<file path="src/design/owmm_pkg.sv">
package owmm_pkg;

	// Fixed field and register widths.
	localparam int CODE_WIDTH = 12;
	localparam int VEL_W = 16;
	localparam int NEUTRAL_W = 12;
	localparam int GAIN_W = 10;
	localparam int LIMIT_W = 3;
	localparam int OFFSET_W = 6;
	localparam int CFG_INDEX_W = 3;
	localparam int CFG_DATA_W = 12;

	// Gain times a limit of at most four units.
	localparam int GLIM_W = GAIN_W + 2;

	// Wheel count and command axes.
	localparam int LANES = 4;
	localparam int AXES = 3;

	// Divider geometry: quotient bits, bits resolved per stage, stage count.
	localparam int QUO_W = 12;
	localparam int DIV_STEP = 3;
	localparam int DIV_STAGES = QUO_W / DIV_STEP;

	// Unscaled rounded wheel term and the signed width of the code arithmetic.
	localparam int QLIN_W = 13;
	localparam int CODE_CALC_W = (CODE_WIDTH + 2 > 15) ? CODE_WIDTH + 2 : 15;

	// Operation codes.
	localparam logic OP_VELOCITY = 1'b0;
	localparam logic OP_STOP = 1'b1;

	// Register indexes on the configuration port.
	typedef enum logic [CFG_INDEX_W-1:0] {
		REG_NEUTRAL = 3'd0,
		REG_GAIN    = 3'd1,
		REG_LIMIT   = 3'd2,
		REG_OFFSET  = 3'd3,
		REG_HALT    = 3'd4
	} reg_index_t;

	// Register reset values.
	localparam logic [NEUTRAL_W-1:0] NEUTRAL_RESET = NEUTRAL_W'(1500);
	localparam logic [GAIN_W-1:0] GAIN_RESET = GAIN_W'(100);
	localparam logic [LIMIT_W-1:0] LIMIT_RESET = LIMIT_W'(2);
	localparam logic [OFFSET_W-1:0] OFFSET_RESET = OFFSET_W'(2);
	localparam logic HALT_RESET = 1'b0;

	// Usable range of the combined limit.
	localparam logic [LIMIT_W-1:0] LIMIT_MIN = LIMIT_W'(1);
	localparam logic [LIMIT_W-1:0] LIMIT_MAX = LIMIT_W'(4);

	// Sign matrix: bit k set means axis k (forward, sideways, rotation) is subtracted.
	localparam logic [AXES-1:0] MIX_NEG [LANES] = '{3'b110, 3'b100, 3'b000, 3'b010};

	typedef struct packed {
		logic operation;
		logic signed [VEL_W-1:0] vel_forward;
		logic signed [VEL_W-1:0] vel_sideways;
		logic signed [VEL_W-1:0] vel_rotation;
	} cmd_t;

	typedef struct packed {
		logic [CODE_WIDTH-1:0] motor_rear_right;
		logic [CODE_WIDTH-1:0] motor_front_right;
		logic [CODE_WIDTH-1:0] motor_rear_left;
		logic [CODE_WIDTH-1:0] motor_front_left;
	} res_t;

	// Configuration as seen by the pipeline; limit is already brought into range.
	typedef struct packed {
		logic [NEUTRAL_W-1:0] neutral;
		logic [GAIN_W-1:0] gain;
		logic [LIMIT_W-1:0] limit;
		logic [OFFSET_W-1:0] offset;
		logic [GLIM_W-1:0] glim;
		logic halted;
	} cfg_t;

	// Per-item flags and unscaled wheel terms riding alongside the divider.
	typedef struct packed {
		logic op;
		logic scale;
		logic [LANES-1:0][QLIN_W-1:0] qlin;
	} side_t;

endpackage

</file>
<file path="src/design/owmm_scale.sv">
module owmm_scale #(
	parameter int FRAC_BITS = 14,
	localparam int WW = FRAC_BITS + 3,
	localparam int AW = FRAC_BITS + 2,
	localparam int DW = FRAC_BITS + 3,
	localparam int NW = DW + owmm_pkg::QUO_W
) (
	input  logic clk,
	input  logic arst_n,
	input  owmm_pkg::cfg_t cfg,
	input  logic in_valid,
	output logic in_ready,
	input  logic op,
	input  logic scale,
	input  logic [AW-1:0] amp,
	input  logic signed [WW-1:0] w [owmm_pkg::LANES],
	output logic out_valid,
	input  logic out_ready,
	output logic [NW-1:0] num [owmm_pkg::LANES],
	output logic [DW-1:0] den,
	output owmm_pkg::side_t side
);

	localparam int BW = WW + 1;
	localparam int PW = owmm_pkg::GLIM_W + 1 + BW;
	localparam int HALF = 1 << (FRAC_BITS - 1);

	logic v_s3;
	logic en3;
	logic [NW-1:0] num_s3 [owmm_pkg::LANES];
	logic [DW-1:0] den_s3;
	owmm_pkg::side_t side_s3;

	logic [NW-1:0] num_c [owmm_pkg::LANES];
	owmm_pkg::side_t side_c;

	// One multiplier per wheel. Scaled items form the offset dividend
	// 2*G*(w + amp) + amp, whose quotient by 2*amp minus G is the rounded term.
	// Unscaled items round gain*w to whole codes by a shift.
	always_comb begin
		logic [owmm_pkg::GLIM_W-1:0] a_op;
		logic signed [BW-1:0] b_op;
		logic signed [BW-1:0] amp_ext;
		logic signed [PW-1:0] prod;
		logic signed [PW-1:0] num_full;
		logic signed [PW-1:0] lin;
		amp_ext = $signed({2'b00, amp});
		side_c.op = op;
		side_c.scale = scale;
		for (int i = 0; i < owmm_pkg::LANES; i++) begin
			a_op = scale ? cfg.glim : owmm_pkg::GLIM_W'(cfg.gain);
			b_op = scale ? (BW'(w[i]) + amp_ext) : BW'(w[i]);
			prod = $signed({1'b0, a_op}) * b_op;
			num_full = (prod <<< 1) + PW'(amp_ext);
			num_c[i] = num_full[NW-1:0];
			lin = (prod + PW'(HALF)) >>> FRAC_BITS;
			side_c.qlin[i] = lin[owmm_pkg::QLIN_W-1:0];
		end
	end

	assign en3 = !v_s3 || out_ready;
	assign in_ready = en3;

	always_ff @(posedge clk or negedge arst_n) begin
		if (!arst_n) begin
			v_s3 <= 1'b0;
		end else if (en3) begin
			v_s3 <= in_valid;
		end
	end

	always_ff @(posedge clk) begin
		if (en3) begin
			num_s3 <= num_c;
			den_s3 <= {amp, 1'b0};
			side_s3 <= side_c;
		end
	end

	assign out_valid = v_s3;
	assign num = num_s3;
	assign den = den_s3;
	assign side = side_s3;

	// A scaled item never hands the divider a zero divisor.
	a_den_nonzero: assert property (@(posedge clk) disable iff (!arst_n)
		v_s3 && side_s3.scale |-> den_s3 != '0)
		else $error("zero divisor on a scaled item");

endmodule

</file>
<file path="config.mk">
export PLATFORM = sky130hd
export DESIGN_NAME = owmm_scale
export DESIGN_NICKNAME = d
export VERILOG_FILES = /design/src/design/owmm_pkg.sv /design/src/design/owmm_scale.sv
export SDC_FILE = /design/constraint.sdc
export NUM_CORES = 2
export LEC_CHECK = 0
export ABC_CLOCK_PERIOD_IN_PS = 10500
export BUFFER_PORTS_ARGS = -buffer_cell sky130_fd_sc_hd__buf_4
export CORE_ASPECT_RATIO = 2
export CORE_MARGIN = 2
export CORE_UTILIZATION = 64
export DETAILED_ROUTE_END_ITERATION = 12
export GPL_TIMING_DRIVEN = 0
export PLACE_DENSITY = 0.85
export SLEW_MARGIN = 25
export SYNTH_ARGS = -nofsm -noshare
export SYNTH_HDL_FRONTEND = slang
export SYNTH_SLANG_ARGS = --single-unit
export TNS_END_PERCENT = 50
</file>
<file path="constraint.sdc">
create_clock -name clk -period 10.5 [get_ports clk]
set_input_delay 2.625 -clock clk [delete_from_list [all_inputs] [get_ports clk]]
set_output_delay 2.625 -clock clk [all_outputs]
set_load 0.02 [all_outputs]
</file>
==> flow_summary.yaml <==
status:
  outcome: "finished with violations"
  violations_in_the_final_reports: "negative setup slack"
sta:
  timing.final.ws_setup_ns: -0.169
  final_max_slew_viol_count: 0
  worst_slew_margin_rel: 0.190
  achievable-frequency_mhz: 93.7
  period_minus_slack_ns: 10.67
  grt_setup_unrepaired: "true"
  post_route_fraction_of_the_period_consumed_by_the_critical_path: 1.02
  setup_viol_count_final: 4
  clock-skew-final_ns: 0.00983
  final_hold_viol_count: 0
  worst_slew_pin_slew_ns: 1.22
drt:
  route.detailed.vias_per_inst: 6.19
  drcViolationCount: 0
  wirelength_um: 163000
  drt_pre_antenna_iters: 8
  vias: 38900
  detail_route.iter0.violations: 3789
  antenna_violating_nets_post_route: 0
  post_drt_wl_per_cell_um: 25.9
cts:
  cts_root_buf: "clkbuf_16"
  holdBufCountCts: 0
  tritoncts: "done"
  cts_inserted_buffers: 17
  cts_max_path_buffers: 2
  cts_h_tree_lvls: 4
  cts.reportedPaths.clkPinSlew_ns: 0.08
  clock-sinks: 183
  clock_latency_ns: 0.52
synth:
  yosys_warnings: 0
  synth_top_area_share: 0.343
  synth-seq-cells: 183
  async_flop_share: 0.00546
  synth.area.top_cells: "fa_1, edfxtp_1, ha_1, inv_1, nand2_1"
  seq_area_frac_synth: 0.127
  mappedNetlistNets: 6187
  synth_enable_flop_cells: 182
  synth.cell_area_mm2: 0.0433
  synth_cells: 4925
  synth-main-ff-cell: "edfxtp_1"
  synth.lib_cells_used.distinct: 99
  postSynthAreaPerCell_um2: 8.80
  yosys.area.top_type: "fa_1"
final_layout:
  fin_nets: 6641
  layout-drive-gt1-share: 0.166
  final.fill_count: 4561
  area_growth_pct: 17.5
  post-route-util: 0.756
  combined_area_of_the_multi_input_logic_cells_mm2: 0.0357
  mostFrequentLayoutCells: "inv_1, fa_1, nand2_1"
  mostFrequentLayoutCell: "inv_1"
  sequential_standard_cell_area_mm2: 0.00549
worst_setup_path:
  rr_startpoint: "out_valid"
  path_type_of_the_worst_setup_path: "input port to flop"
  critical_path_start: "amp[1]"
  cp_data_arrival_time_ns: 10.93
  destination_of_the_worst_register_to_register_timing_path: "num[92]"
  r2r_cells: 3
  cpMaxStageDelayCell: "fa_1"
  path_delay_family: "adder cells"
  critical-path-top-cell-by-count: "fa_1"
  critical_path.startpoint_type: "input port"
  cp_num_cells: 35
  worstSetupEndpointType: "flop"
  critPathCapture: "num[57]"
  path_max_fanout: 10
  cp.buffers_inverters: 7
  r2r_setup_slack_ns: 8.55
  slowest_delay_ns: 0.61
  cp.required_ns: 10.76
place:
  post-dp-hpwl_um: 121000
  post-place-ws_ns: -2.11
  placement.io_buffers: 296
  gp_congestion: 1.05
floorplanning:
  floorplan.initialDensity: 0.643
  floorplan.rows: 135
  design.portCount: 323
  die_width_um: 188
  chipHeight_um: 372
  coreArea_mm2: 0.0674
  die_area_mm2: 0.0699
flow_run:
  max-cap-violations: 0
global_route:
  globalRoute.totalOverflow: 0
  track_usage: 0.452
  initial_antenna_violation_count: 11
  grt_max_degree: 56
  first_global_vias: 39400
  grt_first_pass_wirelength_um: 232000
worst_hold_path:
  type_of_the_most_critical_hold_path: "flop to flop"
  worstHoldPathCells: 2
## through the flow
step	setup TNS [ns]	cell area (um^2)	instances	hold WS [ns]
floorplan	0	43300	4925	2.33
global placement	-146.61	46700	6111	2.40
detailed placement	-126.25	46900	6121	0.950
CTS	-0.0578	49000	6196	0.974
global route	-2.83	50900	6282	1.01
finish	-0.258	50900	6290	0.981
## worst register-to-register path: cells and delay by family, from the launching register on
kind | cells | cell delay [ns]
AND/OR/NAND/NOR | 1 | 0.47
buffers and inverters | 2 | 0.66
flip-flops | 1 | 0.42
## worst min path at each step
stage / from / endpoint / slack [ns]
after floorplan: arst_n / out_valid / 2.33
after global placement: arst_n / out_valid / 2.40
after detailed placement: out_valid / out_valid / 0.95
after CTS: out_valid / out_valid / 0.97
after global routing: out_valid / out_valid / 1.01
final: out_valid / out_valid / 0.98
## repair_timing
| action | in CTS | in global routing |
|---|---|---|
| cloned | 0 | 3 |
| setup endpoints to repair | 101 | 71 |
| gates resized for setup | 260 | 267 |
| buffers inserted | 46 | 86 |
| pin swaps | 48 | 117 |
## kinds of logic (layout without fill, tap and decap cells)
kind of cell,count (synthesis),count (layout),share of synthesized area
AO/OA/AOI/OAI,608,611,0.0921
XOR/XNOR,323,323,0.0656
adder cells (fa/ha/maj),1128,1128,0.454
buffers and inverters,1204,1667,0.105
flip-flops,183,183,0.127
multiplexers,12,12,0.00292
other,1,10,0.0000865
AND/OR/NAND/NOR,1466,1466,0.154
## state kept, by name, indices dropped and copies added, names as in the netlist
name       cells
den           15
num          113
out_valid      1
side          54
## final cells by class
class | instances | area share
Tap cell | 890 | 0.0219
Antenna cell | 9 | 0.000442
Clock buffer | 19 | 0.00850
Clock inverter | 12 | 0.00280
Timing Repair Buffer | 438 | 0.0679
Sequential cell | 183 | 0.108
Buffer | 123 | 0.0112
Inverter | 1075 | 0.0793
Multi-Input combinational cell | 3541 | 0.700
## cell usage after synthesis, drive strengths merged (5+ instances only)
library cell,n
or3,15
o31a,9
xnor2,218
nand2,621
a211oi,14
or4,7
mux2i,7
nand2b,38
o311ai,7
o22ai,22
nor2,391
and3,42
nor3,67
a211o,5
nand3b,7
mux2,5
buf,18
inv,1075
a32oi,12
ha,386
nand4,13
o21ai,145
a21o,66
edfxtp,182
or2,9
o21a,49
a21oi,143
fa,742
a21boi,21
xor2,105
nor3b,5
nor2b,31
nor4b,5
o31ai,7
nor4,14
nand3,48
o2111ai,6
a2111oi,8
and2,141
a31oi,22
o211ai,17
o41ai,5
o21bai,22
clkbuf,111
## layer usage
metal	vias up	GRT usage	routed length (um)
li1	16300	-	-
met1	19200	0.503	53100
met2	2577	0.731	75600
met3	856	0.114	16800
met4	12	0.378	17400
met5	-	0	138
Power is not shown: default switching activity piles up to over one toggle a cycle in this logic, so the estimate is an artifact.
