### config.mk
export PLATFORM = sky130hd
export DESIGN_NAME = owmm_mix
export DESIGN_NICKNAME = d
export VERILOG_FILES = /design/src/design/owmm_pkg.sv /design/src/design/owmm_mix.sv
export SDC_FILE = /design/constraint.sdc
export NUM_CORES = 1
export LEC_CHECK = 0
export ABC_AREA = 1
export BUFFER_PORTS_ARGS = -buffer_cell sky130_fd_sc_hd__buf_2
export CELL_PAD_IN_SITES_DETAIL_PLACEMENT = 1
export CELL_PAD_IN_SITES_GLOBAL_PLACEMENT = 1
export CORE_ASPECT_RATIO = 1.75
export CORE_UTILIZATION = 41
export CTS_CLUSTER_DIAMETER = 150
export DETAILED_ROUTE_END_ITERATION = 16
export GPL_ROUTABILITY_DRIVEN = 0
export GPL_TIMING_DRIVEN = 0
export HOLD_SLACK_MARGIN = 0.12
export PLACE_DENSITY_LB_ADDON = 0.15
export SYNTH_ARGS = -nofsm -noshare
export SYNTH_HDL_FRONTEND = slang
export SYNTH_SLANG_ARGS = --single-unit
### constraint.sdc
create_clock -name clk -period 4.2 [get_ports clk]
set_input_delay 0.21 -clock clk [delete_from_list [all_inputs] [get_ports clk]]
set_output_delay 0.21 -clock clk [all_outputs]
set_load 0.05 [all_outputs]
### src/design/owmm_pkg.sv
package owmm_pkg;

	// Fixed field and register widths.
	localparam int CODE_WIDTH = 12;
	localparam int VEL_W = 16;
	localparam int NEUTRAL_W = 12;
	localparam int GAIN_W = 10;
	localparam int LIMIT_W = 3;
	localparam int OFFSET_W = 6;
	localparam int CFG_INDEX_W = 3;
	localparam int CFG_DATA_W = 12;

	// Gain times a limit of at most four units.
	localparam int GLIM_W = GAIN_W + 2;

	// Wheel count and command axes.
	localparam int LANES = 4;
	localparam int AXES = 3;

	// Divider geometry: quotient bits, bits resolved per stage, stage count.
	localparam int QUO_W = 12;
	localparam int DIV_STEP = 3;
	localparam int DIV_STAGES = QUO_W / DIV_STEP;

	// Unscaled rounded wheel term and the signed width of the code arithmetic.
	localparam int QLIN_W = 13;
	localparam int CODE_CALC_W = (CODE_WIDTH + 2 > 15) ? CODE_WIDTH + 2 : 15;

	// Operation codes.
	localparam logic OP_VELOCITY = 1'b0;
	localparam logic OP_STOP = 1'b1;

	// Register indexes on the configuration port.
	typedef enum logic [CFG_INDEX_W-1:0] {
		REG_NEUTRAL = 3'd0,
		REG_GAIN    = 3'd1,
		REG_LIMIT   = 3'd2,
		REG_OFFSET  = 3'd3,
		REG_HALT    = 3'd4
	} reg_index_t;

	// Register reset values.
	localparam logic [NEUTRAL_W-1:0] NEUTRAL_RESET = NEUTRAL_W'(1500);
	localparam logic [GAIN_W-1:0] GAIN_RESET = GAIN_W'(100);
	localparam logic [LIMIT_W-1:0] LIMIT_RESET = LIMIT_W'(2);
	localparam logic [OFFSET_W-1:0] OFFSET_RESET = OFFSET_W'(2);
	localparam logic HALT_RESET = 1'b0;

	// Usable range of the combined limit.
	localparam logic [LIMIT_W-1:0] LIMIT_MIN = LIMIT_W'(1);
	localparam logic [LIMIT_W-1:0] LIMIT_MAX = LIMIT_W'(4);

	// Sign matrix: bit k set means axis k (forward, sideways, rotation) is subtracted.
	localparam logic [AXES-1:0] MIX_NEG [LANES] = '{3'b110, 3'b100, 3'b000, 3'b010};

	typedef struct packed {
		logic operation;
		logic signed [VEL_W-1:0] vel_forward;
		logic signed [VEL_W-1:0] vel_sideways;
		logic signed [VEL_W-1:0] vel_rotation;
	} cmd_t;

	typedef struct packed {
		logic [CODE_WIDTH-1:0] motor_rear_right;
		logic [CODE_WIDTH-1:0] motor_front_right;
		logic [CODE_WIDTH-1:0] motor_rear_left;
		logic [CODE_WIDTH-1:0] motor_front_left;
	} res_t;

	// Configuration as seen by the pipeline; limit is already brought into range.
	typedef struct packed {
		logic [NEUTRAL_W-1:0] neutral;
		logic [GAIN_W-1:0] gain;
		logic [LIMIT_W-1:0] limit;
		logic [OFFSET_W-1:0] offset;
		logic [GLIM_W-1:0] glim;
		logic halted;
	} cfg_t;

	// Per-item flags and unscaled wheel terms riding alongside the divider.
	typedef struct packed {
		logic op;
		logic scale;
		logic [LANES-1:0][QLIN_W-1:0] qlin;
	} side_t;

endpackage

### src/design/owmm_mix.sv
module owmm_mix #(
	parameter int FRAC_BITS = 14,
	localparam int WW = FRAC_BITS + 3,
	localparam int AW = FRAC_BITS + 2
) (
	input  logic clk,
	input  logic arst_n,
	input  owmm_pkg::cfg_t cfg,
	input  logic in_valid,
	output logic in_ready,
	input  owmm_pkg::cmd_t cmd,
	output logic out_valid,
	input  logic out_ready,
	output logic op,
	output logic scale,
	output logic [AW-1:0] amp,
	output logic signed [WW-1:0] w [owmm_pkg::LANES]
);

	localparam int VW = FRAC_BITS + 2;
	localparam int EW = (VW > owmm_pkg::VEL_W + 1) ? VW : owmm_pkg::VEL_W + 1;
	localparam int ONE = 1 << FRAC_BITS;
	localparam logic signed [EW-1:0] ONE_E = EW'(ONE);

	function automatic logic signed [VW-1:0] clamp_unit(input logic signed [owmm_pkg::VEL_W-1:0] v);
		logic signed [EW-1:0] e;
		e = EW'(v);
		if (e > ONE_E) begin
			e = ONE_E;
		end else if (e < -ONE_E) begin
			e = -ONE_E;
		end
		return e[VW-1:0];
	endfunction

	logic v_s1, v_s2;
	logic en1, en2;
	logic op_s1, op_s2;
	logic signed [WW-1:0] w_s1 [owmm_pkg::LANES];
	logic signed [WW-1:0] w_s2 [owmm_pkg::LANES];
	logic [AW-1:0] abs_s1 [owmm_pkg::LANES];
	logic [AW-1:0] amp_s2;
	logic scale_s2;

	logic signed [VW-1:0] vel [owmm_pkg::AXES];
	logic signed [WW-1:0] wsum [owmm_pkg::LANES];
	logic [AW-1:0] wabs [owmm_pkg::LANES];
	logic [AW-1:0] max_a, max_b, amp_c;
	logic [AW:0] lim_one;
	logic scale_c;

	// Stage one: clamp the three axes, mix them into wheel speeds, take magnitudes.
	always_comb begin
		logic signed [WW-1:0] acc;
		vel[0] = clamp_unit(cmd.vel_forward);
		vel[1] = clamp_unit(cmd.vel_sideways);
		vel[2] = clamp_unit(cmd.vel_rotation);
		for (int i = 0; i < owmm_pkg::LANES; i++) begin
			acc = '0;
			for (int k = 0; k < owmm_pkg::AXES; k++) begin
				if (owmm_pkg::MIX_NEG[i][k]) begin
					acc = acc - WW'(vel[k]);
				end else begin
					acc = acc + WW'(vel[k]);
				end
			end
			wsum[i] = acc;
			wabs[i] = (acc < 0) ? AW'(-acc) : AW'(acc);
		end
	end

	// Stage two: largest magnitude and whether it exceeds the limit.
	always_comb begin
		max_a = (abs_s1[0] > abs_s1[1]) ? abs_s1[0] : abs_s1[1];
		max_b = (abs_s1[2] > abs_s1[3]) ? abs_s1[2] : abs_s1[3];
		amp_c = (max_a > max_b) ? max_a : max_b;
		lim_one = (AW + 1)'(cfg.limit) << FRAC_BITS;
		scale_c = {1'b0, amp_c} > lim_one;
	end

	// Stage enables: a stage loads when empty or when its successor moves.
	assign en2 = !v_s2 || out_ready;
	assign en1 = !v_s1 || en2;
	assign in_ready = en1;

	// Valid bits; a velocity command while halted is taken but dropped here.
	always_ff @(posedge clk or negedge arst_n) begin
		if (!arst_n) begin
			v_s1 <= 1'b0;
			v_s2 <= 1'b0;
		end else begin
			if (en1) begin
				v_s1 <= in_valid && (cmd.operation == owmm_pkg::OP_STOP || !cfg.halted);
			end
			if (en2) begin
				v_s2 <= v_s1;
			end
		end
	end

	// Payload registers.
	always_ff @(posedge clk) begin
		if (en1) begin
			op_s1 <= cmd.operation;
			w_s1 <= wsum;
			abs_s1 <= wabs;
		end
		if (en2) begin
			op_s2 <= op_s1;
			w_s2 <= w_s1;
			amp_s2 <= amp_c;
			scale_s2 <= scale_c;
		end
	end

	assign out_valid = v_s2;
	assign op = op_s2;
	assign scale = scale_s2;
	assign amp = amp_s2;
	assign w = w_s2;

	// Scaling only happens for a largest magnitude above one unit and at most three.
	a_scale_range: assert property (@(posedge clk) disable iff (!arst_n)
		v_s2 && scale_s2 |-> (amp_s2 > ONE) && (amp_s2 <= 3 * ONE))
		else $error("scale flag set for an out of range wheel magnitude");

endmodule

==> impl_metrics.tcl <==
set metrics [dict create \
    path_clk_slew_ns 0.07 \
    crit_path_start_kind "primary input" \
    drcViolationCount 0 \
    critPathMaxStageDelay_ns 0.36 \
    ant_nets 0 \
    port-buffer-count 144 \
    regArea_sq_um 6450 \
    syn_inst 1885 \
    grt_pass1_wl_um 86000 \
    critical-path-top-delay-family "simple AND/OR/NAND/NOR gates" \
    fin_ws_ns -0.426 \
    ys_warn_count 0 \
    drive_gt1_share_pct 37.1 \
    status "finished with violations" \
    cts_max_path_buffers 3 \
    ys_async_sr_fraction_pct 0.930 \
    cp_max_fo 7 \
    violations "negative setup slack" \
    syn_nets 2138 \
    core_sq_um 37800 \
    rows 94 \
    ir_worst_vdd_uv 723 \
    synth_edf_count 213 \
    ys.flop_type "edfxtp_1" \
    synthToLayoutAreaGrowth_pct 37.3 \
    final_hold_viol_count 0 \
    cts_root_buffer "clkbuf_16" \
    hpwl_um 44000 \
    critPathBufInv 11 \
    clkPwrFrac_pct 9.4 \
    die_x_um 150 \
    p_switching_uw 10000 \
    holdCritPathClass "in2reg" \
    grt_pass1_vias 15700 \
    drv_slew 0 \
    gr-total-overflow 0 \
    die_h_um 262 \
    p_leak_uw 0.0100 \
    vias 14800 \
    rsz0062_at_grt "yes" \
    dr.pass1.iters 5 \
    drv_cap 0 \
    synth-seq-cells 215 \
    setup_viol 67 \
    worst_pin_slew_ns 0.706 \
    cts-buffers-inserted 21 \
    ios 185 \
    nets 2463 \
    cp_slowest_cell "ha_4" \
    placed_area_sq_um 17400 \
    start_util_pct 41.8 \
    worstSetupPathType "in2reg" \
    cp.required_ns 4.47 \
    finish.instance_area_sq_um 21700 \
    fin_worst_skew_ns 0.0162 \
    diodes 0 \
    viasPerCell 5.47 \
    pre_cts_ws_ns -1.82 \
    worst_ep_arrival_time_ns 4.89 \
    p_int_uw 9620 \
    powerDensity_nw_per_um2 905 \
    sw_frac_of_total_pct 51.0 \
    grt_max_degree 67 \
    wl_um 60100 \
    p_seq_share_pct 22.9 \
    yosysUniqueCellTypes 52 \
    htree_levels 1 \
    syn_area_sq_um 15800 \
    total_power_uw 19600 \
    combinationalPowerShare_pct 67.7 \
    grt.total_usage_pct 29.5 \
    relSlewSlack_pct 52.8 \
    grt_antenna_before_repair 0 \
    fillers 4316 \
    end_kind "flop" \
    layout_min_cycle_time_ns 4.63 \
    multi_input_comb_area_sq_um 10200 \
    cts_tree "yes" \
    synth_area_per_cell_sq_um 8.38 \
    crit_top_cell "nand2_2" \
    cts.sinks 215 \
    fmax_mhz 216 \
    fin_crit_sh_pct 110 \
    drt_iter0_markers 584 \
    synth-seq-area-share_pct 40.8 \
    clk_latency_ns 0.52 \
    tns_ns -18.21 \
    wl_per_cell_um 22.2 \
    whs_ns 0.269 \
    die_area_sq_um 39300 \
]
-- Yosys cell counts, types with 5 or more instances --
library cell	instances	area share, %
a21o_1	14	0.67
o21ai_0	63	2.0
xor2_2	6	0.62
fa_1	6	0.76
nand2_2	9	0.36
nor4_1	9	0.36
inv_2	16	0.38
nand3b_1	6	0.29
nor3_1	35	1.1
a21oi_2	8	0.44
and2_1	15	0.59
nor2_1	140	3.3
buf_2	22	0.70
xor2_1	82	4.5
nand4_1	22	0.87
a21oi_1	94	3.0
o21ai_1	5	0.16
xnor2_1	9	0.50
ha_1	150	12
clkbuf_1	11	0.26
nand2_1	413	9.8
inv_1	281	6.7
edfxtp_1	213	41
o21bai_1	7	0.33
nand3_1	189	6.0
nor2_2	5	0.20
-- per-stage QoR --
step                cells  utilization [%]
floorplan            1885                -
global placement     2509             45.7
finish               2705             57.4
global route         2705             57.4
detailed placement   2512             46.0
CTS                  2650             54.2
-- layout make-up --
type	instances	area share, %
buffer	39	1.65
clock buffer	24	2.48
clock inverter	14	0.589
inverter	300	5.47
multi-input combinational	1330	47.2
sequential	215	29.7
tap	480	2.77
timing repair buffer	303	10.1
-- cells in the final DEF, fill, tap and decap left out, types with 17 or more instances in the layout --
master       n
xor2_1      40
a21oi_1     59
nor2_1      80
ha_1       125
nor2_2      51
a21oi_2     29
nand2_4     20
inv_1      240
xor2_2      34
nand4_1     22
nand2_2     80
inv_2       39
nand3_1    158
nand3_2     23
edfxtp_1   213
o21ai_0     22
ha_4        17
buf_6       37
o21ai_1     18
clkbuf_16   22
nand2_1    320
a21oi_4     17
o21ai_2     26
buf_4      126
buf_2      145
-- final timing paths --
| kind | from | to | slack, ns | cells after the start |
|---|---|---|---|---|
| worst max-delay path | cmd[18] | abs_s1[31] | -0.43 | 36 |
| worst min-delay path | out_ready | v_s1 | 0.27 | 4 |
| worst max register to register | abs_s1[30] | scale | -0.21 | 25 |
| worst min register to register | w_s1[30] | w[30] | 0.41 | 0 |
| max in group asynchronous | arst_n | out_valid | 3.51 | 3 |
| min in group asynchronous | arst_n | v_s1 | 0.56 | 3 |
-- what timing repair did --
action	in CTS	in global routing
hold buffers	6	0
gates resized for setup	418	192
cloned	8	1
pin swaps	98	88
buffers inserted	95	59
hold endpoints to repair	5	0
setup endpoints to repair	106	95
-- power groups by stage --
stage               Combinational [uW]  Sequential (uW)  Clock (uW)
floorplan                         6160             5400           0
global placement                  9790             4500           0
detailed placement               10200             4560           0
CTS                              12100             4510        1880
global route                     14500             4570        1940
finish                           13300             4500        1840
-- cell families (layout without fill, tap and decap cells) --
| family | after synthesis | in the layout | share of synthesized area (%) |
|---|---|---|---|
| xor gates and xnor gates | 101 | 101 | 6.29 |
| and+or+nand+nor | 852 | 853 | 23.5 |
| buffers and inverters | 341 | 680 | 8.57 |
| DFF | 215 | 215 | 40.8 |
| AOI/OAI and AO/OA | 220 | 220 | 8.15 |
| adders and majority gates | 156 | 156 | 12.6 |
-- worst reg2reg max path: stages (launching register included) --
cell,delay [ns]
edfxtp_1,0.52
ha_1,0.33
nand2_1,0.11
nor3_4,0.37
nand2_2,0.12
nand2_4,0.13
clkbuf_8,0.19
nand3_1,0.10
and2_1,0.18
ha_1,0.29
nand2_1,0.08
nor2_2,0.13
nand4_1,0.21
nor2_2,0.20
a21oi_4,0.05
buf_6,0.16
nand2_1,0.07
o21ai_1,0.08
ha_1,0.30
nand2_1,0.06
inv_1,0.06
nand3_1,0.08
nor2_1,0.10
nand2_1,0.06
nor2_1,0.11
nor2_1,0.05
-- state kept, by name, summed over array words and instances, names as in the netlist --
signal     flops
op             1
amp           16
w_s1          66
w             67
out_valid      1
abs_s1        61
op_s1          1
scale          1
v_s1           1
-- metal layers --
layer | vias to the layer above | global-route usage (%) | part of all wire [%]
li1 | 6843 | - | -
met1 | 7208 | 26.1 | 31
met2 | 493 | 58.4 | 56
met3 | 247 | 2.77 | 3.3
met4 | 0 | 24.3 | 9.6
met5 | - | 0 | 0
No activity file was read; power rests on OpenSTA's default activity.
