$ cat config.mk
export PLATFORM = sky130hd
export DESIGN_NAME = owmm_div
export DESIGN_NICKNAME = d
export VERILOG_FILES = /design/src/design/owmm_pkg.sv /design/src/design/owmm_div.sv
export SDC_FILE = /design/constraint.sdc
export NUM_CORES = 2
export LEC_CHECK = 0
export ABC_AREA = 1
export BUFFER_PORTS_ARGS = -buffer_cell sky130_fd_sc_hd__buf_2
export CAP_MARGIN = 0
export CELL_PAD_IN_SITES_DETAIL_PLACEMENT = 1
export CELL_PAD_IN_SITES_GLOBAL_PLACEMENT = 1
export CORE_AREA = 5 5 387 389
export CTS_CLUSTER_SIZE = 10
export DETAILED_ROUTE_END_ITERATION = 12
export DIE_AREA = 0 0 392 394
export GPL_TIMING_DRIVEN = 0
export PLACE_DENSITY = 0.8
export SLEW_MARGIN = 10
export SYNTH_ARGS = -nofsm -noshare
export SYNTH_HDL_FRONTEND = slang
export SYNTH_SLANG_ARGS = --single-unit
$ cat constraint.sdc
create_clock -name clk -period 24.1 [get_ports clk]
set_input_delay 4.82 -clock clk [delete_from_list [all_inputs] [get_ports clk]]
set_output_delay 4.82 -clock clk [all_outputs]
set_load 0.02 [all_outputs]
$ cat src/design/owmm_pkg.sv
package owmm_pkg;

	// Fixed field and register widths.
	localparam int CODE_WIDTH = 12;
	localparam int VEL_W = 16;
	localparam int NEUTRAL_W = 12;
	localparam int GAIN_W = 10;
	localparam int LIMIT_W = 3;
	localparam int OFFSET_W = 6;
	localparam int CFG_INDEX_W = 3;
	localparam int CFG_DATA_W = 12;

	// Gain times a limit of at most four units.
	localparam int GLIM_W = GAIN_W + 2;

	// Wheel count and command axes.
	localparam int LANES = 4;
	localparam int AXES = 3;

	// Divider geometry: quotient bits, bits resolved per stage, stage count.
	localparam int QUO_W = 12;
	localparam int DIV_STEP = 3;
	localparam int DIV_STAGES = QUO_W / DIV_STEP;

	// Unscaled rounded wheel term and the signed width of the code arithmetic.
	localparam int QLIN_W = 13;
	localparam int CODE_CALC_W = (CODE_WIDTH + 2 > 15) ? CODE_WIDTH + 2 : 15;

	// Operation codes.
	localparam logic OP_VELOCITY = 1'b0;
	localparam logic OP_STOP = 1'b1;

	// Register indexes on the configuration port.
	typedef enum logic [CFG_INDEX_W-1:0] {
		REG_NEUTRAL = 3'd0,
		REG_GAIN    = 3'd1,
		REG_LIMIT   = 3'd2,
		REG_OFFSET  = 3'd3,
		REG_HALT    = 3'd4
	} reg_index_t;

	// Register reset values.
	localparam logic [NEUTRAL_W-1:0] NEUTRAL_RESET = NEUTRAL_W'(1500);
	localparam logic [GAIN_W-1:0] GAIN_RESET = GAIN_W'(100);
	localparam logic [LIMIT_W-1:0] LIMIT_RESET = LIMIT_W'(2);
	localparam logic [OFFSET_W-1:0] OFFSET_RESET = OFFSET_W'(2);
	localparam logic HALT_RESET = 1'b0;

	// Usable range of the combined limit.
	localparam logic [LIMIT_W-1:0] LIMIT_MIN = LIMIT_W'(1);
	localparam logic [LIMIT_W-1:0] LIMIT_MAX = LIMIT_W'(4);

	// Sign matrix: bit k set means axis k (forward, sideways, rotation) is subtracted.
	localparam logic [AXES-1:0] MIX_NEG [LANES] = '{3'b110, 3'b100, 3'b000, 3'b010};

	typedef struct packed {
		logic operation;
		logic signed [VEL_W-1:0] vel_forward;
		logic signed [VEL_W-1:0] vel_sideways;
		logic signed [VEL_W-1:0] vel_rotation;
	} cmd_t;

	typedef struct packed {
		logic [CODE_WIDTH-1:0] motor_rear_right;
		logic [CODE_WIDTH-1:0] motor_front_right;
		logic [CODE_WIDTH-1:0] motor_rear_left;
		logic [CODE_WIDTH-1:0] motor_front_left;
	} res_t;

	// Configuration as seen by the pipeline; limit is already brought into range.
	typedef struct packed {
		logic [NEUTRAL_W-1:0] neutral;
		logic [GAIN_W-1:0] gain;
		logic [LIMIT_W-1:0] limit;
		logic [OFFSET_W-1:0] offset;
		logic [GLIM_W-1:0] glim;
		logic halted;
	} cfg_t;

	// Per-item flags and unscaled wheel terms riding alongside the divider.
	typedef struct packed {
		logic op;
		logic scale;
		logic [LANES-1:0][QLIN_W-1:0] qlin;
	} side_t;

endpackage

$ cat src/design/owmm_div.sv
module owmm_div #(
	parameter int FRAC_BITS = 14,
	localparam int DW = FRAC_BITS + 3,
	localparam int NW = DW + owmm_pkg::QUO_W
) (
	input  logic clk,
	input  logic arst_n,
	input  logic in_valid,
	output logic in_ready,
	input  logic [NW-1:0] num [owmm_pkg::LANES],
	input  logic [DW-1:0] den,
	input  owmm_pkg::side_t side_in,
	output logic out_valid,
	input  logic out_ready,
	output logic [owmm_pkg::QUO_W-1:0] quo [owmm_pkg::LANES],
	output owmm_pkg::side_t side_out
);

	localparam int NS = owmm_pkg::DIV_STAGES;
	localparam int QW = owmm_pkg::QUO_W;

	// Per stage: partial remainder, and a word that shifts dividend bits out
	// at the top while quotient bits enter at the bottom.
	logic v_s [NS];
	logic en [NS];
	logic [DW-1:0] rem_s [NS][owmm_pkg::LANES];
	logic [QW-1:0] lo_s [NS][owmm_pkg::LANES];
	logic [DW-1:0] den_s [NS];
	owmm_pkg::side_t side_s [NS];

	for (genvar k = 0; k < NS; k++) begin : g_stage
		logic v_in;
		logic [DW-1:0] rem_in [owmm_pkg::LANES];
		logic [QW-1:0] lo_in [owmm_pkg::LANES];
		logic [DW-1:0] den_in;
		owmm_pkg::side_t side_k;
		logic [DW-1:0] rem_nx [owmm_pkg::LANES];
		logic [QW-1:0] lo_nx [owmm_pkg::LANES];

		// Stage inputs come from the module ports or the previous stage.
		if (k == 0) begin : g_first
			assign v_in = in_valid;
			assign den_in = den;
			assign side_k = side_in;
			for (genvar l = 0; l < owmm_pkg::LANES; l++) begin : g_lane
				assign rem_in[l] = num[l][NW-1:QW];
				assign lo_in[l] = num[l][QW-1:0];
			end
		end else begin : g_next
			assign v_in = v_s[k-1];
			assign den_in = den_s[k-1];
			assign side_k = side_s[k-1];
			assign rem_in = rem_s[k-1];
			assign lo_in = lo_s[k-1];
		end

		if (k == NS - 1) begin : g_last_en
			assign en[k] = !v_s[k] || out_ready;
		end else begin : g_mid_en
			assign en[k] = !v_s[k] || en[k+1];
		end

		// Restoring division, a few quotient bits per stage.
		always_comb begin
			logic [DW-1:0] r;
			logic [QW-1:0] q;
			logic [DW:0] t;
			logic [DW:0] diff;
			logic ge;
			for (int l = 0; l < owmm_pkg::LANES; l++) begin
				r = rem_in[l];
				q = lo_in[l];
				for (int j = 0; j < owmm_pkg::DIV_STEP; j++) begin
					t = {r, q[QW-1]};
					diff = t - {1'b0, den_in};
					ge = t >= {1'b0, den_in};
					q = {q[QW-2:0], ge};
					r = ge ? diff[DW-1:0] : t[DW-1:0];
				end
				rem_nx[l] = r;
				lo_nx[l] = q;
			end
		end

		always_ff @(posedge clk or negedge arst_n) begin
			if (!arst_n) begin
				v_s[k] <= 1'b0;
			end else if (en[k]) begin
				v_s[k] <= v_in;
			end
		end

		always_ff @(posedge clk) begin
			if (en[k]) begin
				rem_s[k] <= rem_nx;
				lo_s[k] <= lo_nx;
				den_s[k] <= den_in;
				side_s[k] <= side_k;
			end
		end
	end

	assign in_ready = en[0];
	assign out_valid = v_s[NS-1];
	assign quo = lo_s[NS-1];
	assign side_out = side_s[NS-1];

	// A held first stage keeps its item and divisor while the pipe ahead is blocked.
	a_stage_hold: assert property (@(posedge clk) disable iff (!arst_n)
		v_s[0] && !en[0] |=> v_s[0] && $stable(den_s[0]))
		else $error("divider stage lost its item during a stall");

endmodule

==> flow_metrics.env <==
export IMPL_wirelength_um=236000
export IMPL_ys_ff_latch=667
export IMPL_grt_max_degree=106
export IMPL_yosysWarnings=0
export IMPL_fillCellCount=18700
export IMPL_grt_pass1_wl_um=370000
export IMPL_endpoint_kind="output pin"
export IMPL_hold_path_class="register to register"
export IMPL_routed_via_count=65000
export IMPL_start_util_pct=47.4
export IMPL_finalSetupViolCount=0
export IMPL_wl_per_cell_um=20.1
export IMPL_drv_cap=0
export IMPL_synth_cell_types=64
export IMPL_start_kind="input port"
export IMPL_syn2layout_area_growth_pct=9.88
export IMPL_tightest_slew_ns=1.24
export IMPL_r2r_cells=43
export IMPL_fp_row_count=141
export IMPL_cts_sinks=667
export IMPL_post_cts_resized=0
export IMPL_fin_crit_sh_pct=51.0
export IMPL_die_h_um=394
export IMPL_synth_async_reset_ratio_pct=0.600
export IMPL_cp_endpoint="in_ready"
export IMPL_numPortBuffers=294
export IMPL_place_congestion=0.948
export IMPL_drive_gt1_share_pct=9.40
export IMPL_grt_util_met1_pct=37.4
export IMPL_drtIter0Drc=3152
export IMPL_cts_tree="done"
export IMPL_max_freq_mhz=81.3
export IMPL_syn_inst=9370
export IMPL_crit_fanout=52
export IMPL_grt_pass1_vias=68600
export IMPL_viasPerCell=5.54
export IMPL_avgSynthCellArea_um2=7.40
export IMPL_hold_viol=0
export IMPL_antenna_found_initial=9
export IMPL_clockBufferDepth=3
export IMPL_grtUsageMet2_pct=52.4
export IMPL_core_area_mm2=0.146
export IMPL_slew_limit_headroom_pct=16.8
export IMPL_status="completed"
export IMPL_rr_startpoint="den_s[0][1]"
export IMPL_crit_start="out_ready"
export IMPL_clk_insertion_delay_late_ns=0.73
export IMPL_syn_nets=10400
export IMPL_die_area_mm2=0.154
export IMPL_cp_required_ns=19.28
export IMPL_r2r_end="rem_s[1][31]"
export IMPL_holdBufCountCts=0
export IMPL_drcViolationCount=0
export IMPL_register_area_mm2=0.0200
export IMPL_gr_usage_all_layers_pct=29.8
export IMPL_path_clk_slew_ns=0.05
export IMPL_min_period_ns=12.30
export IMPL_post_cts_buffers=0
export IMPL_overflow=0
export IMPL_ios=295
export IMPL_seq_area_frac_synth_pct=28.8
export IMPL_critical_path_class="input port to output pin"
export IMPL_r2r_setup_slack_ns=15.28
export IMPL_dpl_hpwl_um=187000
export IMPL_grt_busiest_layer="met2"
export IMPL_hold_depth=0
export IMPL_die_w_um=392
export IMPL_htreeDepth=3
export IMPL_finalMaxSlewViolations=0
export IMPL_syn_area_mm2=0.0694
export IMPL_cp_arrival_ns=7.48
export IMPL_grt_setup_unrepaired="false"
export IMPL_numCtsBuffers=87
export IMPL_clockRootBuffer="clkbuf_16"
export IMPL_nets=10800
export IMPL_clock_skew_ns=0.0573
export IMPL_met3_usage_pct=2.69
export IMPL_drtAntennaViolNets=0
export IMPL_fin_hold_ws_ns=0.394
export IMPL_synth_edff_count=663
export IMPL_multi_input_area_mm2=0.0445
export IMPL_dr_pass1_iters=5
export IMPL_ys_flop_type="edfxtp_1"
-- sequential cells by signal (all words and copies together), names as in the netlist --
signal	flops
out_valid	1
lo_s	192
side_s	216
rem_s	204
g_stage.v_in	3
den_s	51
-- per-stage QoR --
step / std cells / TNS [ns] / area [µm²] / setup WS [ns] / util (%)
finish: 11700 / 0 / 76200 / 11.80 / 52.0
global route: 11700 / 0 / 76200 / 11.57 / 52.0
CTS: 11700 / 0 / 76200 / 11.76 / 52.0
detailed placement: 11600 / 0 / 73500 / 11.66 / 50.2
global placement: 11600 / -3.85 / 73300 / -3.85 / 50.0
floorplan: 9370 / 0 / 69400 / 4.16 / -
-- worst max-delay path: stages --
cell     delay [ns]
buf_2          0.11
nor2_1         0.27
inv_6          0.29
nor2_1         0.39
inv_8          0.17
nor2_1         0.47
nand2_4        0.54
buf_2          0.35
-- cell families (layout without fill, tap and decap cells) --
group                    Yosys count  count (layout)  share of synthesized area, %
adder cells (fa/ha/maj)          860             860                          16.0
XOR/XNOR                         566             566                          7.15
flip-flops                       667             667                          28.8
other                              0               1                             0
AND/OR/NAND/NOR                 4526            4526                          28.0
buffers and inverters           1145            1588                          6.94
AO/OA/AOI/OAI                   1606            1606                          13.1
-- how the worst min path moves through the flow --
| stage | start | end | slack [ns] |
|---|---|---|---|
| after detailed placement | lo_s[0][31] | lo_s[1][34] | 0.41 |
| final | side_s[0][43] | side_s[1][43] | 0.39 |
| after CTS | side_s[0][43] | side_s[1][43] | 0.39 |
| after floorplan | lo_s[0][7] | lo_s[1][10] | 0.40 |
| after global routing | side_s[1][5] | side_s[2][5] | 0.41 |
| after global placement | side_s[2][47] | side_s[3][47] | 0.40 |
-- cell usage in the layout (no fill, tap or decap), types with 46 or more instances in the layout --
cell type / Yosys / layout
nand2_1: 2998 / 2997
inv_1: 995 / 989
ha_1: 816 / 816
a21oi_1: 688 / 688
edfxtp_1: 663 / 663
nor2_1: 548 / 548
nand3_1: 484 / 484
o21ai_0: 475 / 475
buf_2: 47 / 341
xor2_1: 331 / 331
xnor2_1: 235 / 235
o21ai_2: 94 / 94
o21ai_1: 90 / 90
clkbuf_16: 0 / 88
nor3_1: 87 / 87
nand2_2: 80 / 80
nand4_1: 73 / 73
a21o_1: 59 / 59
o21bai_1: 46 / 46
-- synth_stat cells (6+ instances only) --
| master | n | area share [%] |
|---|---|---|
| nand3_1 | 484 | 3.5 |
| nor4_1 | 28 | 0.25 |
| inv_2 | 32 | 0.17 |
| xor2_1 | 331 | 4.2 |
| a21oi_2 | 13 | 0.16 |
| or2_2 | 39 | 0.35 |
| buf_2 | 47 | 0.34 |
| nand3_2 | 28 | 0.40 |
| buf_6 | 37 | 0.60 |
| nor3_1 | 87 | 0.63 |
| and3_1 | 9 | 0.081 |
| o21a_1 | 31 | 0.34 |
| o21bai_1 | 46 | 0.50 |
| nand4_1 | 73 | 0.66 |
| a21oi_1 | 688 | 5.0 |
| o21ai_0 | 475 | 3.4 |
| a21boi_0 | 16 | 0.17 |
| a31oi_1 | 37 | 0.33 |
| o21ai_2 | 94 | 1.2 |
| nand2_1 | 2998 | 16 |
| inv_1 | 995 | 5.4 |
| and2_1 | 12 | 0.11 |
| a21o_1 | 59 | 0.64 |
| buf_4 | 20 | 0.22 |
| a211oi_1 | 14 | 0.15 |
| xnor2_1 | 235 | 3.0 |
| nand2_2 | 80 | 0.72 |
| edfxtp_1 | 663 | 29 |
| nand3b_1 | 37 | 0.40 |
| o2111ai_1 | 13 | 0.16 |
| nor2_2 | 26 | 0.23 |
| nor2_8 | 6 | 0.17 |
| o31ai_1 | 9 | 0.097 |
| nor2_4 | 23 | 0.37 |
| fa_1 | 44 | 1.3 |
| o21ai_1 | 90 | 0.65 |
| nor2_1 | 548 | 3.0 |
| nand3_4 | 10 | 0.25 |
| nand2_4 | 20 | 0.32 |
| ha_1 | 816 | 15 |
-- metal layers --
layer | wire length (µm) | part of all wire [%]
met5 | 7 | 0.0030
met4 | 11600 | 4.9
met3 | 9290 | 3.9
met2 | 113000 | 48
met1 | 102000 | 43
-- cell type report --
type / instances / share of cell area (%)
Inverter: 1028 / 5.09
Clock inverter: 33 / 0.604
Timing Repair Buffer: 301 / 2.18
Multi-Input combinational cell: 7558 / 58.4
Tap cell: 1930 / 3.17
Antenna cell: 1 / 0.00328
Clock buffer: 109 / 2.99
Sequential cell: 667 / 26.3
Buffer: 117 / 1.26
Power is left out: the tool's default activity adds up to more than one toggle a clock period on the data nets, which glitch-free logic cannot reach.
