$ cat config.mk
export PLATFORM = sky130hd
export DESIGN_NAME = owmm_code
export DESIGN_NICKNAME = d
export VERILOG_FILES = /design/src/design/owmm_pkg.sv /design/src/design/owmm_code.sv
export SDC_FILE = /design/constraint.sdc
export NUM_CORES = 1
export LEC_CHECK = 0
export ABC_AREA = 1
export BUFFER_PORTS_ARGS = -buffer_cell sky130_fd_sc_hd__buf_2
export CAP_MARGIN = 20
export CORE_AREA = 4 4 137 191
export DETAILED_ROUTE_END_ITERATION = 16
export DIE_AREA = 0 0 141 195
export PLACE_DENSITY_LB_ADDON = 0.25
export SLEW_MARGIN = 40
export SYNTH_ARGS = -nofsm -noshare
export SYNTH_HDL_FRONTEND = slang
export SYNTH_SLANG_ARGS = --single-unit
export TNS_END_PERCENT = 20
$ cat constraint.sdc
create_clock -name clk -period 3.3 [get_ports clk]
set_input_delay 0.99 -clock clk [delete_from_list [all_inputs] [get_ports clk]]
set_output_delay 0.99 -clock clk [all_outputs]
set_load 0.02 [all_outputs]
$ cat src/design/owmm_pkg.sv
package owmm_pkg;

	// Fixed field and register widths.
	localparam int CODE_WIDTH = 12;
	localparam int VEL_W = 16;
	localparam int NEUTRAL_W = 12;
	localparam int GAIN_W = 10;
	localparam int LIMIT_W = 3;
	localparam int OFFSET_W = 6;
	localparam int CFG_INDEX_W = 3;
	localparam int CFG_DATA_W = 12;

	// Gain times a limit of at most four units.
	localparam int GLIM_W = GAIN_W + 2;

	// Wheel count and command axes.
	localparam int LANES = 4;
	localparam int AXES = 3;

	// Divider geometry: quotient bits, bits resolved per stage, stage count.
	localparam int QUO_W = 12;
	localparam int DIV_STEP = 3;
	localparam int DIV_STAGES = QUO_W / DIV_STEP;

	// Unscaled rounded wheel term and the signed width of the code arithmetic.
	localparam int QLIN_W = 13;
	localparam int CODE_CALC_W = (CODE_WIDTH + 2 > 15) ? CODE_WIDTH + 2 : 15;

	// Operation codes.
	localparam logic OP_VELOCITY = 1'b0;
	localparam logic OP_STOP = 1'b1;

	// Register indexes on the configuration port.
	typedef enum logic [CFG_INDEX_W-1:0] {
		REG_NEUTRAL = 3'd0,
		REG_GAIN    = 3'd1,
		REG_LIMIT   = 3'd2,
		REG_OFFSET  = 3'd3,
		REG_HALT    = 3'd4
	} reg_index_t;

	// Register reset values.
	localparam logic [NEUTRAL_W-1:0] NEUTRAL_RESET = NEUTRAL_W'(1500);
	localparam logic [GAIN_W-1:0] GAIN_RESET = GAIN_W'(100);
	localparam logic [LIMIT_W-1:0] LIMIT_RESET = LIMIT_W'(2);
	localparam logic [OFFSET_W-1:0] OFFSET_RESET = OFFSET_W'(2);
	localparam logic HALT_RESET = 1'b0;

	// Usable range of the combined limit.
	localparam logic [LIMIT_W-1:0] LIMIT_MIN = LIMIT_W'(1);
	localparam logic [LIMIT_W-1:0] LIMIT_MAX = LIMIT_W'(4);

	// Sign matrix: bit k set means axis k (forward, sideways, rotation) is subtracted.
	localparam logic [AXES-1:0] MIX_NEG [LANES] = '{3'b110, 3'b100, 3'b000, 3'b010};

	typedef struct packed {
		logic operation;
		logic signed [VEL_W-1:0] vel_forward;
		logic signed [VEL_W-1:0] vel_sideways;
		logic signed [VEL_W-1:0] vel_rotation;
	} cmd_t;

	typedef struct packed {
		logic [CODE_WIDTH-1:0] motor_rear_right;
		logic [CODE_WIDTH-1:0] motor_front_right;
		logic [CODE_WIDTH-1:0] motor_rear_left;
		logic [CODE_WIDTH-1:0] motor_front_left;
	} res_t;

	// Configuration as seen by the pipeline; limit is already brought into range.
	typedef struct packed {
		logic [NEUTRAL_W-1:0] neutral;
		logic [GAIN_W-1:0] gain;
		logic [LIMIT_W-1:0] limit;
		logic [OFFSET_W-1:0] offset;
		logic [GLIM_W-1:0] glim;
		logic halted;
	} cfg_t;

	// Per-item flags and unscaled wheel terms riding alongside the divider.
	typedef struct packed {
		logic op;
		logic scale;
		logic [LANES-1:0][QLIN_W-1:0] qlin;
	} side_t;

endpackage

$ cat src/design/owmm_code.sv
module owmm_code (
	input  logic clk,
	input  logic arst_n,
	input  owmm_pkg::cfg_t cfg,
	input  logic in_valid,
	output logic in_ready,
	input  logic [owmm_pkg::QUO_W-1:0] quo [owmm_pkg::LANES],
	input  owmm_pkg::side_t side,
	output logic out_valid,
	input  logic out_ready,
	output owmm_pkg::res_t res
);

	localparam int CW = owmm_pkg::CODE_CALC_W;
	localparam logic signed [CW-1:0] TOP = CW'((1 << owmm_pkg::CODE_WIDTH) - 1);

	logic v_s8;
	logic en8;
	logic op_s8;
	owmm_pkg::res_t res_s8;

	logic [owmm_pkg::CODE_WIDTH-1:0] code_c [owmm_pkg::LANES];
	owmm_pkg::res_t res_c;

	// Offset and clamp around neutral, force neutral for a stop, then saturate to the code range.
	always_comb begin
		logic signed [CW-1:0] neu;
		logic signed [CW-1:0] glim_s;
		logic signed [CW-1:0] back_s;
		logic signed [CW-1:0] lo_lim;
		logic signed [CW-1:0] hi_lim;
		logic signed [CW-1:0] q;
		logic signed [CW-1:0] c;
		neu = CW'(cfg.neutral);
		glim_s = CW'(cfg.glim);
		back_s = CW'(cfg.offset);
		lo_lim = neu - glim_s - back_s;
		hi_lim = neu + glim_s;
		for (int i = 0; i < owmm_pkg::LANES; i++) begin
			if (side.scale) begin
				q = CW'(quo[i]) - glim_s;
			end else begin
				q = CW'($signed(side.qlin[i]));
			end
			c = neu + q;
			if (q < 0) begin
				c = c - back_s;
			end
			if (c < lo_lim) begin
				c = lo_lim;
			end
			if (c > hi_lim) begin
				c = hi_lim;
			end
			if (side.op == owmm_pkg::OP_STOP) begin
				c = neu;
			end
			if (c < 0) begin
				c = '0;
			end else if (c > TOP) begin
				c = TOP;
			end
			code_c[i] = c[owmm_pkg::CODE_WIDTH-1:0];
		end
		res_c.motor_rear_right = code_c[0];
		res_c.motor_front_right = code_c[1];
		res_c.motor_rear_left = code_c[2];
		res_c.motor_front_left = code_c[3];
	end

	// Output register: takes a new result when empty or when the current one is taken.
	assign en8 = !v_s8 || out_ready;
	assign in_ready = en8;

	always_ff @(posedge clk or negedge arst_n) begin
		if (!arst_n) begin
			v_s8 <= 1'b0;
		end else if (en8) begin
			v_s8 <= in_valid;
		end
	end

	always_ff @(posedge clk) begin
		if (en8) begin
			res_s8 <= res_c;
			op_s8 <= side.op;
		end
	end

	assign out_valid = v_s8;
	assign res = res_s8;

	// A stop result drives the same code on every wheel.
	a_stop_equal: assert property (@(posedge clk) disable iff (!arst_n)
		v_s8 && op_s8 == owmm_pkg::OP_STOP |->
			res_s8.motor_rear_right == res_s8.motor_front_right &&
			res_s8.motor_rear_right == res_s8.motor_rear_left &&
			res_s8.motor_rear_right == res_s8.motor_front_left)
		else $error("stop result with unequal wheel codes");

endmodule

==> results.toml, run 1 <==
[outcome]
outcome = "aborted with a tool error"
haltStage = "global routing (5_1_grt)"
error_message = "[ERROR GRT-0116] Global routing finished with congestion. Check the congestion regions in the DRC Viewer."

[yosys]
yosys.area.top_type = "ha_1"
syn-num-nets = 2672
synthMuxAreaShare = 0
syn_avg_cell_area_sq_um = 6.55
synth-xor-area-share = 0.0743
synth_warnings = 0
synth_top_family_by_area = "simple AND/OR/NAND/NOR gates"
seq_area_frac_synth = 0.0997
async_flop_share = 0.0204
synth-simple-area-share = 0.309
synth_cells = 2246
synth_top_area_frac = 0.222
synth_seq_cells = 49
synth.distinct_cells = 57
synthesis.area_sq_mm = 0.0147
synth_compound_area_frac = 0.179
synth-main-ff-cell = "edfxtp_1"
synth-edff-count = 48
yosys-top-cells-area = "ha_1, nand2_1, edfxtp_1"
yosys.area_share.adder = 0.242

[placed_design]
placed_area_sq_mm = 0.0212
place_inst = 3359
hpwl_um = 52100
portBuffers = 185
routabilityCongestion = 1.02
dpl_worst_slack_ns = -5.12

[die]
die_h_um = 195
rows = 68
initial_utilization = 0.600
ios = 200
die_w_um = 141

[cts]
cts_root_buffer = "clkbuf_16"
clk_path_buf_depth = 2
cts_htree_levels = 2
hold_buffers = 0
cts-buffers-inserted = 5
clkSinkCount = 49

[grt]
grt_use_total = 0.656
grt_first_pass_wirelength_um = 143000
first_global_vias = 25100
grt_overflow = 151
grt_max_degree = 50
==> through the flow <==
stage,TNS [ns],utilization
after floorplan,-185.30,-
after global placement,-217.41,0.865
after detailed placement,-232.90,0.865
after CTS,-202.67,0.922
==> logic make-up after synthesis <==
group / count (synthesis)
AO/OA/AOI/OAI: 437
XOR/XNOR: 121
buffers and inverters: 342
AND/OR/NAND/NOR: 1021
flip-flops: 49
adder cells (fa/ha/maj): 276
==> timing repair <==
action | in CTS
endpoints found under the setup margin | 48
cloned | 5
pin swaps | 107
buffers inserted | 66
gates resized for setup | 151
==> routing by layer <==
metal / global-route usage / GRT overflow
met1: 0.612 / 1
met2: 0.908 / 86
met3: 0.422 / 1
met4: 0.710 / 63
met5: 0.0581 / 0
==> cells in the mapped netlist (11+ instances only) <==
cell type and number:
o21ai_0 117, nand3_1 186, xor2_1 95, nor3_1 16
a21oi_2 48, nand2_1 564, nor2_1 135, clkbuf_1 15
buf_2 14, nand2_4 15, inv_2 15, ha_1 261
o21ai_1 44, nand4_1 20, nand2_2 29, fa_1 15
inv_1 273, o21a_1 13, edfxtp_1 48, a31oi_1 21
buf_4 11, a21oi_1 134, nand3_2 12, xnor2_1 23
or2_2 20
==> inputs of run 2 (changes only) <==
CORE_AREA = 4 4 197 199   (was 4 4 137 191)
DIE_AREA = 0 0 201 203   (was 0 0 141 195)
PLACE_DENSITY_LB_ADDON = 0.15   (was 0.25)
==> results.toml, run 2 <==
[setup_path]
end_kind = "flop"
crit_fanout = 7
r2r_slack_ns = 1.97
slowest_delay_ns = 0.42
reg2reg_to = "res[46]$_SDFFCE_PN0P_"
r2r_cells = 2
required_ns = 3.34
slowest_stage = "o41ai_4"
cpMostUsedCell = "ha_1"
start_kind = "input port"
critPathKind = "in2reg"
critPathArrivalTime_ns = 7.68
r2r_start = "out_valid$_DFFE_PN0P_"

[yosys]
async_flop_share = 0.0204
syn-num-nets = 2672
synth_warnings = 0
synth_seq_cells = 49
synth_top_area_frac = 0.222
seq_area_frac_synth = 0.0997
synthesis.area_sq_mm = 0.0147
yosys-top-cells-area = "ha_1, nand2_1, edfxtp_1"
syn_avg_cell_area_sq_um = 6.55
synth.distinct_cells = 57
synth-main-ff-cell = "edfxtp_1"
synth.most_common_cell = "nand2_1"
yosys.area.top_type = "ha_1"
synth_cells = 2246
synth-edff-count = 48
synth_top_cells_by_count = "nand2_1, inv_1, ha_1"

[grt]
grt_max_degree = 50
antenna_found_initial = 4
first_global_vias = 17600
grt_use_total = 0.278
grt_overflow = 0
grt_first_pass_wirelength_um = 91800

[outcome]
outcome = "finished with violations"
violations = "setup timing"

[sta]
worst_slew_pin_slew_ns = 0.732
clock_skew_ns = 0.00195
slew_viol_final = 0
fin_crit_sh = 2.32
setup_viol = 48
fin_crit_ns = 7.64
holdWs_ns = 0.468
fin_ws_ns = -4.34
hold_viol = 0
max_clock_freq_mhz = 131
max_slew_margin = 0.511
rsz0062_at_grt = "true"

[power_and_ir_drop]
p_clk_frac = 0.028
netSwitchingFraction = 0.487
power_mw = 16.9
netSwitchingPower_mw = 8.24
p_leak_nw = 12.5
power_density_mw_per_mm2 = 719
p_comb_frac = 0.904
ir_worst_vdd_mv = 0.289
p_int_mw = 8.67
seqPwrFrac = 0.068

[cts]
cts_tree = "done"
cts-buffers-inserted = 5
clk_path_buf_depth = 2
clk_latency_ns = 0.28
clkTransAtPathRegs_ns = 0.06
cts_htree_levels = 2
clkSinkCount = 49
cts_root_buffer = "clkbuf_16"

[placed_design]
place_inst = 3516
routabilityCongestion = 0.945
hpwl_um = 51600
portBuffers = 185

[finish]
finish.utilization = 0.631
fillerInstances = 3425
layout-drive-gt1-share = 0.426
final_common_cell = "buf_4"
area_growth_pct = 59.8
fin_cells = 3602
nets = 3552
layout_common_cells = "buf_4, nand2_1, inv_1"
largest_register_ffs = 48

[routing]
wire_per_inst_um = 16.7
first_pass_iters = 7
wl_um = 60100
vias_per_cell = 5.04
ant_nets = 0
initialDrtViolationCount = 990
drc = 0
vias = 18200

[flow_run]
drv_cap = 0

[die]
die_h_um = 203
rows = 71
initial_utilization = 0.395
core_sq_mm = 0.0372
die_w_um = 201
dieArea_sq_mm = 0.0408
ios = 200

[hold_path]
hp-class = "in2async"
## run 2: cell counts after synthesis
No cell type changed its count.
## run 2: layout make-up
cell class,instances,area [sq um],area share
tap,474,593,0.0252
timing repair buffer,924,6820,0.290
clock inverter,2,10.0,0.000426
clock buffer,6,129,0.00548
sequential,49,1470,0.0624
antenna,1,2.50,0.000106
multi-input combinational,1857,13400,0.568
inverter,288,1110,0.0474
timing repair inverter,1,8.76,0.000373
## run 2: how the worst max path moves through the flow
stage / cells after the start / slack (ns) / to / from
after floorplan: 48 / -3.90 / res[36]$_SDFFCE_PN0P_ / quo[36]
after global placement: 48 / -4.66 / res[22]$_SDFFCE_PN0P_ / cfg[3]
after detailed placement: 52 / -4.79 / res[35]$_SDFFCE_PN0P_ / cfg[3]
after CTS: 54 / -4.17 / res[43]$_SDFFCE_PN0P_ / cfg[6]
after global routing: 51 / -4.70 / res[6]$_SDFFCE_PN0P_ / cfg[5]
final: 42 / -4.34 / res[27]$_SDFFCE_PN0P_ / cfg[3]
## run 2: per-stage QoR
step / TNS, ns / setup WS, ns / area (sq um)
2_1_floorplan: -185.30 / -3.90 / 15000
3_3_place_gp: -219.37 / -4.66 / 21300
3_5_place_dp: -226.29 / -4.79 / 21300
4_1_cts: -196.93 / -4.17 / 22500
5_1_grt: -222.11 / -4.70 / 23500
6_report: -201.40 / -4.34 / 23500
## run 2: repair_timing
item | in CTS | in global routing
gates cloned | 4 | 4
setup endpoints to repair | 48 | 48
setup buffers | 41 | 28
hold buffers | 0 | 0
resized for setup | 157 | 140
pin swaps | 97 | 99
## run 2: power groups by stage
| stage | logic, mW | clock network [mW] | registers [mW] |
|---|---|---|---|
| 6_report | 15.3 | 0.476 | 1.15 |
| 5_1_grt | 16.7 | 0.503 | 1.18 |
| 4_1_cts | 14.2 | 0.491 | 1.16 |
| 3_5_place_dp | 13.2 | 0 | 1.17 |
| 3_3_place_gp | 12.9 | 0 | 1.17 |
| 2_1_floorplan | 7.12 | 0 | 1.54 |
## run 2: logic make-up (layout without fill, tap and decap cells)
family / count (synthesis) / count (layout) / synth area share
fa+ha+maj: 276 / 276 / 0.242
other cells: 0 / 1 / 0
flops: 49 / 49 / 0.0997
simple gates: 1021 / 1023 / 0.309
compound gates: 437 / 437 / 0.179
buf+inv: 342 / 1221 / 0.0958
xor+xnor: 121 / 121 / 0.0743
## run 2: layer usage
metal  part of all wire  up-vias  global-route usage
met5            0.00040        -                   0
met4              0.051        4               0.117
met2               0.47      487               0.491
met3              0.044      136              0.0225
met1               0.44     8264               0.349
li1                   -     9276                   -
## run 2: worst max-delay path: cells and delay by family
family	cells	cell delay, ns
AO/OA/AOI/OAI	11	1.80
adder cells (fa/ha/maj)	5	1.51
buffers and inverters	9	1.16
XOR/XNOR	3	0.65
AND/OR/NAND/NOR	14	1.53
No activity file was read; power rests on OpenSTA's default activity.
